`config.mk`:
```
export PLATFORM = sky130hd
export DESIGN_NAME = wsts_ctrl
export DESIGN_NICKNAME = d
export VERILOG_FILES = /design/src/rtl/wsts_pkg.sv /design/src/rtl/wsts_ctrl.sv
export SDC_FILE = /design/constraint.sdc
export NUM_CORES = 1
export LEC_CHECK = 0
export ABC_CLOCK_PERIOD_IN_PS = 1200
export BUFFER_PORTS_ARGS = -buffer_cell sky130_fd_sc_hd__buf_2
export CORE_UTILIZATION = 38
export CTS_CLUSTER_DIAMETER = 60
export DETAILED_ROUTE_END_ITERATION = 8
export GPL_TIMING_DRIVEN = 0
export SLEW_MARGIN = 20
export SYNTH_ARGS = -nofsm -noshare
export SYNTH_HDL_FRONTEND = slang
export SYNTH_SLANG_ARGS = --single-unit
```
`constraint.sdc`:
```
create_clock -name clk -period 1.2 [get_ports clk]
set_input_delay 0.18 -clock clk [delete_from_list [all_inputs] [get_ports clk]]
set_output_delay 0.18 -clock clk [all_outputs]
set_load 0.01 [all_outputs]
```
`src/rtl/wsts_pkg.sv`:
```
package wsts_pkg;

	// Field widths of the item and result transactions
	localparam int unsigned IDX_W     = 10;
	localparam int unsigned WGT_W     = 32;
	localparam int unsigned FRAC_W    = 32;
	localparam int unsigned TOT_W     = 42;
	localparam int unsigned CNT_OUT_W = 11;

	// Operation codes
	localparam logic OP_SET    = 1'b0;
	localparam logic OP_SAMPLE = 1'b1;

	typedef struct packed {
		logic               operation;
		logic [IDX_W-1:0]   leaf_index;
		logic [WGT_W-1:0]   weight;
		logic [FRAC_W-1:0]  random_fraction;
	} item_t;

	typedef struct packed {
		logic                 found;
		logic [IDX_W-1:0]     chosen_index;
		logic [TOT_W-1:0]     total_weight;
		logic [CNT_OUT_W-1:0] nonzero_count;
	} result_t;

	// Datapath step selected by the controller
	typedef enum logic [3:0] {
		DP_CLEAR,
		DP_IDLE,
		DP_LEAF,
		DP_UP,
		DP_MUL_LO,
		DP_MUL_HI,
		DP_SUM,
		DP_DESC,
		DP_HOLD
	} dp_step_t;

	typedef struct packed {
		dp_step_t step;
		logic     load;
		logic     res_load;
	} dp_cmd_t;

	typedef struct packed {
		logic op_sample;
		logic idx_ok;
		logic can_sample;
		logic out_free;
		logic clr_last;
	} dp_status_t;

endpackage

```
`src/rtl/wsts_ctrl.sv`:
```
module wsts_ctrl #(
	parameter int unsigned LEVELS = 10
) (
	input  logic                 clk,
	input  logic                 arst_n,
	input  logic                 item_valid,
	output logic                 item_ready,
	input  wsts_pkg::dp_status_t status,
	output wsts_pkg::dp_cmd_t    cmd
);

	import wsts_pkg::*;

	localparam int unsigned LVL_W = $clog2(LEVELS + 1);

	typedef enum logic [3:0] {
		S_CLEAR,
		S_IDLE,
		S_LEAF,
		S_UP,
		S_MUL_LO,
		S_MUL_HI,
		S_SUM,
		S_DESC,
		S_DONE
	} state_t;

	state_t           state_q;
	logic [LVL_W-1:0] lvl_q;
	logic             lvl_last;

	assign lvl_last   = (lvl_q == LVL_W'(LEVELS - 1));
	assign item_ready = (state_q == S_IDLE);

	always_comb begin
		unique case (state_q)
			S_CLEAR:  cmd.step = DP_CLEAR;
			S_IDLE:   cmd.step = DP_IDLE;
			S_LEAF:   cmd.step = DP_LEAF;
			S_UP:     cmd.step = DP_UP;
			S_MUL_LO: cmd.step = DP_MUL_LO;
			S_MUL_HI: cmd.step = DP_MUL_HI;
			S_SUM:    cmd.step = DP_SUM;
			S_DESC:   cmd.step = DP_DESC;
			default:  cmd.step = DP_HOLD;
		endcase
		cmd.load     = (state_q == S_IDLE) && item_valid;
		cmd.res_load = (state_q == S_DONE) && status.out_free;
	end

	always_ff @(posedge clk or negedge arst_n) begin
		if (!arst_n) begin
			state_q <= S_CLEAR;
			lvl_q   <= '0;
		end else begin
			unique case (state_q)
				S_CLEAR: if (status.clr_last) state_q <= S_IDLE;
				S_IDLE: if (item_valid) begin
					if (status.op_sample) begin
						state_q <= status.can_sample ? S_MUL_LO : S_DONE;
					end else begin
						state_q <= status.idx_ok ? S_LEAF : S_DONE;
					end
				end
				S_LEAF: begin
					lvl_q   <= '0;
					state_q <= S_UP;
				end
				S_UP, S_DESC: begin
					if (lvl_last) begin
						state_q <= S_DONE;
					end else begin
						lvl_q <= lvl_q + LVL_W'(1);
					end
				end
				S_MUL_LO: state_q <= S_MUL_HI;
				S_MUL_HI: state_q <= S_SUM;
				S_SUM: begin
					lvl_q   <= '0;
					state_q <= S_DESC;
				end
				S_DONE: if (status.out_free) state_q <= S_IDLE;
				default: state_q <= S_IDLE;
			endcase
		end
	end

	a_accept_leaves_idle: assert property (@(posedge clk) disable iff (!arst_n)
		(item_valid && item_ready) |=> (state_q != S_IDLE))
		else $error("accepted item did not start");

	a_level_range: assert property (@(posedge clk) disable iff (!arst_n)
		(state_q == S_UP || state_q == S_DESC) |-> (32'(lvl_q) < 32'(LEVELS)))
		else $error("tree level out of range");

	a_no_accept_in_clear: assert property (@(posedge clk) disable iff (!arst_n)
		(state_q == S_CLEAR) |-> !item_ready)
		else $error("item taken during clearing pass");

endmodule

```
# [Yosys cells after proc, flatten, opt, wreduce, memory -nomap -nowiden]
# Memories as Yosys holds them, arrays and structs flattened.
# Cells that the tools add are included.
[totals] register_bits=8 mem_bits_ro=24 inputBits=8 output_inout_bits=7 wordCells=37 memories=1
[memory_table] memory="(no name shown)" depth=8 width=3 rd=1 rd_ports_with_merged_regs=0 wr=0 line_no="wsts_ctrl.sv:36" rtl="unique case (state_q)"
[op_classes] addsub=1 eq_ne=14 mux=11 n_reduce_logical=8
[ops] operator="4-bit two-way mux" count=9
[ops] operator="4-bit case mux with 8 select lines" count=1
[ops] operator="4-bit by 3-bit equality test with 1-bit output, second input constant" count=4
[ops] operator="2-bit inequality test, second input constant" count=5
[ops] operator="4-bit by 2-bit equality test with 1-bit output, second input constant" count=2
[ops] operator="4-bit equality test, second input constant" count=2
[ops] operator="4-bit case mux with 2 select lines" count=1
[ops] operator="4-bit by 1-bit adder with 4-bit output, second input constant" count=1
[ops] operator="4-bit by 1-bit equality test with 1-bit output, second input constant" count=1
[ops] operator="4-bit logical NOT" count=1
[ops] operator="4-bit AND reduction" count=1
[ops] operator="2-bit OR reduction" count=2
[ops] operator="1-bit logical AND" count=2
[ops] operator="2-bit AND reduction" count=1
[ops] operator="2-bit nonzero test" count=1

# [Depth between registers and ports, before layout]
[logic_depth] word_depth=4 ltp_mapped=6 ltp_nobuf=6

# [Worst setup path before layout]
# No wires, ideal clock.
[synth_timing] path_kind="flip-flop to flip-flop" startpoint="register lvl_q[1]" endpoint="register state_q[0]" t_arrival_ps=1087 required_ps=1076 path_slack_ps=-11 path_stages_with_launch=6 n_path_buf=0 synth_period_minus_slack_ps=1211 path_cell_list="dfrtp_1 > inv_1 > ha_1 > nand2_1 > o211a_4 > a211o_1"
[synth_via] elab_chain_cells=3
[synth_lines] element="from (decl)" line_no="wsts_ctrl.sv:29" rtl="logic [LVL_W-1:0] lvl_q;"
[synth_lines] element="from (signal assigned)" line_no="wsts_ctrl.sv:73" rtl="lvl_q <= lvl_q + LVL_W'(1);"
[synth_lines] element="4-bit equality test" line_no="wsts_ctrl.sv:32" rtl="assign lvl_last = (lvl_q == LVL_W'(LEVELS - 1));"
[synth_lines] element="2-bit inequality test (no line)"
[synth_lines] element="4-bit AND reduction (no line)"
[synth_lines] element="to (signal assigned)" line_no="wsts_ctrl.sv:60" rtl="state_q <= status.can_sample ? S_MUL_LO : S_DONE;"
[synth_lines] element="to (signal assigned)" line_no="wsts_ctrl.sv:62" rtl="state_q <= status.idx_ok ? S_LEAF : S_DONE;"
[synth_lines] element="to (decl)" line_no="wsts_ctrl.sv:28" rtl="state_t state_q;"
# No other way between the ends.
# A chain may end at the register's enable or synchronous reset.

==> summary.txt <==
Status
  – Status: complete, but fails checks
  – Violated checks: negative setup slack

Floorplan
  – Die height: 39.8 um
  – Core Area: 0.00132 mm^2
  – Site row count: 13
  – Initial Utilization: 41.2%
  – # IOs: 15
  – Die Area: 0.00158 mm^2
  – Die Width: 39.8 um

Synth
  – Fraction of registers with async set/reset: 100%
  – Simple logic cell fraction of the synthesized area: 22.4%
  – Synth Net Count: 66
  – Synth Area in Compound Gates: 25.8%
  – Syn avg cell area: 9.70 um^2
  – XOR/XNOR share of the synthesized area: 0%
  – Synth Flop Type: dfrtp_1
  – Commonest cells in the netlist: 8 x dfrtp_1, 6 x nand2_1, 4 x inv_1, 4 x nand3_1, 3 x o21ai_1
  – Post-Synth Adder-Cell Area: 4.61%
  – Post-synth EDFFs: 0
  – Count leader, synth: dfrtp_1
  – Synth Cell Area: 543 um^2
  – Mux contribution to synthesized area: 3.69%
  – Seq/Total Area, Yosys: 36.9%
  – Post-Synthesis Cells: 56
  – Largest family of logic cells by synthesized area: compound AO/OA/AOI/OAI gates
  – Synth top area cells: dfrtp_1 37%, ha_1 4.6%, nand2_1 4.1%, mux2i_1 3.7%, nand3_1 3.7%
  – Leading area contributor after synthesis: dfrtp_1
  – Yosys top cell area share: 36.9%
  – Synth unique cells: 28
  – Yosys reg bits: 8
  – Ys Warns: 0

Global routing
  – Global route total overflow: 0
  – Largest net degree at the start of global routing: 9
  – Total GRT Usage: 18.0%
  – Vias in the first global route: 435
  – First-pass GRT wire length: 1830 um
  – Initial antenna violation count: 0

Route
  – Residual DRC count: 0
  – Detail Route Antenna Nets: 0
  – WL/cell: 13.1 um
  – Via count: 538
  – Violation count after the first detailed-route iteration: 13
  – Final WL: 1350 um
  – TritonRoute pass-1 iters: 4
  – Via density: 5.22

Setup path
  – CP max FO: 3
  – Crit path DAT: 1.17 ns
  – R2R setup slack: -0.10 ns
  – Crit-path cells: buf_6 -> nor2b_4 -> nand2_2 -> nor2_1 -> buf_2
  – WS Path Type: flop to output port
  – Slowest CP cell: dfrtp_1
  – CP endpoint kind: output port
  – Top delay family on crit path: flip-flops
  – CP max stage delay: 0.39 ns
  – Worst Setup Start Kind: flop
  – WP buf/inv: 2
  – WP data required: 1.02 ns

Timing
  – Final Max Tran Viols: 0
  – Worst hold slack: 0.117 ns
  – Final worst setup slack: -0.151 ns
  – Min Tclk post-route: 1.35 ns
  – Unrepaired setup endpoints after global routing: yes
  – Final period util: 113%
  – TNS Setup: -1.11 ns
  – Final hold violation count: 0
  – FMAX: 740 MHz
  – Slew of the pin with the lowest slew margin: 0.272 ns
  – # setup viols final: 13
  – Clock skew: 0.00783 ns
  – Slew HR: 81.8%

Pwr
  – Power Density: 2620 mW/mm^2
  – Maximum VDD drop: 1.44 mV
  – Lkg Pwr: 0.000427 uW

Placement
  – DP Wirelength: 795 um
  – Gp weighted congestion: 0.610
  – PortBufs: 14
  – Pre-CTS setup slack: -0.0972 ns

Clocking
  – Clock net sink count: 8
  – Max clock buf depth: 2
  – Worst-skew pair later-pin latency: 0.25 ns
  – CTS buffer count: 3
  – CTS tree: done
  – H-tree levels: 1
  – Reg clk slew, reported paths: 0.06 ns
  – CTS Root Cell: clkbuf_4

Final layout
  – Synthesis-to-finish area growth: 64.1%
  – Ant diodes: 0
  – Final nets: 100
  – Layout cells sized above 1: 63.6%

Run
  – Max Cap Viol: 0

Worst hold path
  – Hold Crit Class: primary input to flop
==> layout by cell type (no fill, tap or decap), types with 2 or more instances in the layout <==
cell type and n:
a21o_1 2, nor2b_4 2, nand2b_4 2, nand3_2 2, buf_2 10, clkbuf_4 3, mux2i_1 2, buf_4 10
inv_1 4, o21ai_1 3, nand3_1 2, nand2_1 3, a21oi_1 2, dfrtp_2 3, dfrtp_1 5, buf_6 9
nand2_2 3
==> what timing repair did <==
item	in CTS	in global routing
setup endpoints to repair	12	15
resized for setup	14	11
hold buffers	1	0
pin swaps	2	4
buffers inserted	9	5
endpoints found under the hold margin	8	0
==> through the flow <==
step / std cells / util, % / power, uW / cell area (um^2)
6_report: 103 / 67.6 / 2340 / 891
5_1_grt: 103 / 67.6 / 2480 / 891
4_1_cts: 98 / 60.2 / 2060 / 793
3_5_place_dp: 85 / 48.1 / 1430 / 634
3_3_place_gp: 85 / 48.1 / 1430 / 634
2_1_floorplan: 56 / - / 1200 / 546
==> power by group <==
part | switching [uW] | leakage [uW] | internal [uW]
clock network | 97.2 | 0.0000138 | 115
logic | 665 | 0.000316 | 919
registers | 151 | 0.0000974 | 391
total | 914 | 0.000427 | 1420
==> sequential cells by signal, indices dropped and copies added, names as in the netlist <==
signal   count
lvl_q        4
state_q      4
==> area by class of cell <==
cell class                 instances  area [um^2]
inverter                           5         23.8
fill                             105          427
multi-input combinational         41          365
tap                               15         18.8
timing repair buffer              29          238
sequential                         8          204
clock buffer                       3         22.5
buffer                             2         18.8
==> layer usage <==
metal	track usage (%)	share of wire [%]	vias up
met5	0	0	-
met4	7.76	0.74	0
met3	3.41	3.1	2
met2	28.3	51	15
met1	23.3	45	256
li1	-	-	265
==> path summary, 6_finish.rpt <==
kind / cells past startpoint / end / start
worst max-delay path: 5 / cmd[0] / state_q[0]$_DFFE_PN0P_
worst min-delay path: 2 / state_q[3]$_DFFE_PN0P_ / status[1]
worst max register to register: 5 / state_q[0]$_DFFE_PN0P_ / lvl_q[1]$_DFFE_PN0P_
worst min register to register: 1 / lvl_q[0]$_DFFE_PN0P_ / lvl_q[0]$_DFFE_PN0P_
max in group asynchronous: 2 / state_q[1]$_DFFE_PN0P_ / arst_n
min in group asynchronous: 2 / lvl_q[3]$_DFFE_PN0P_ / arst_n
==> cells by family after synthesis <==
kind of cell    after synthesis
flops                         8
compound gates               16
simple gates                 21
buf+inv                       7
fa+ha+maj                     2
mux                           2
Note: power is estimated with default switching activity, not from simulation.
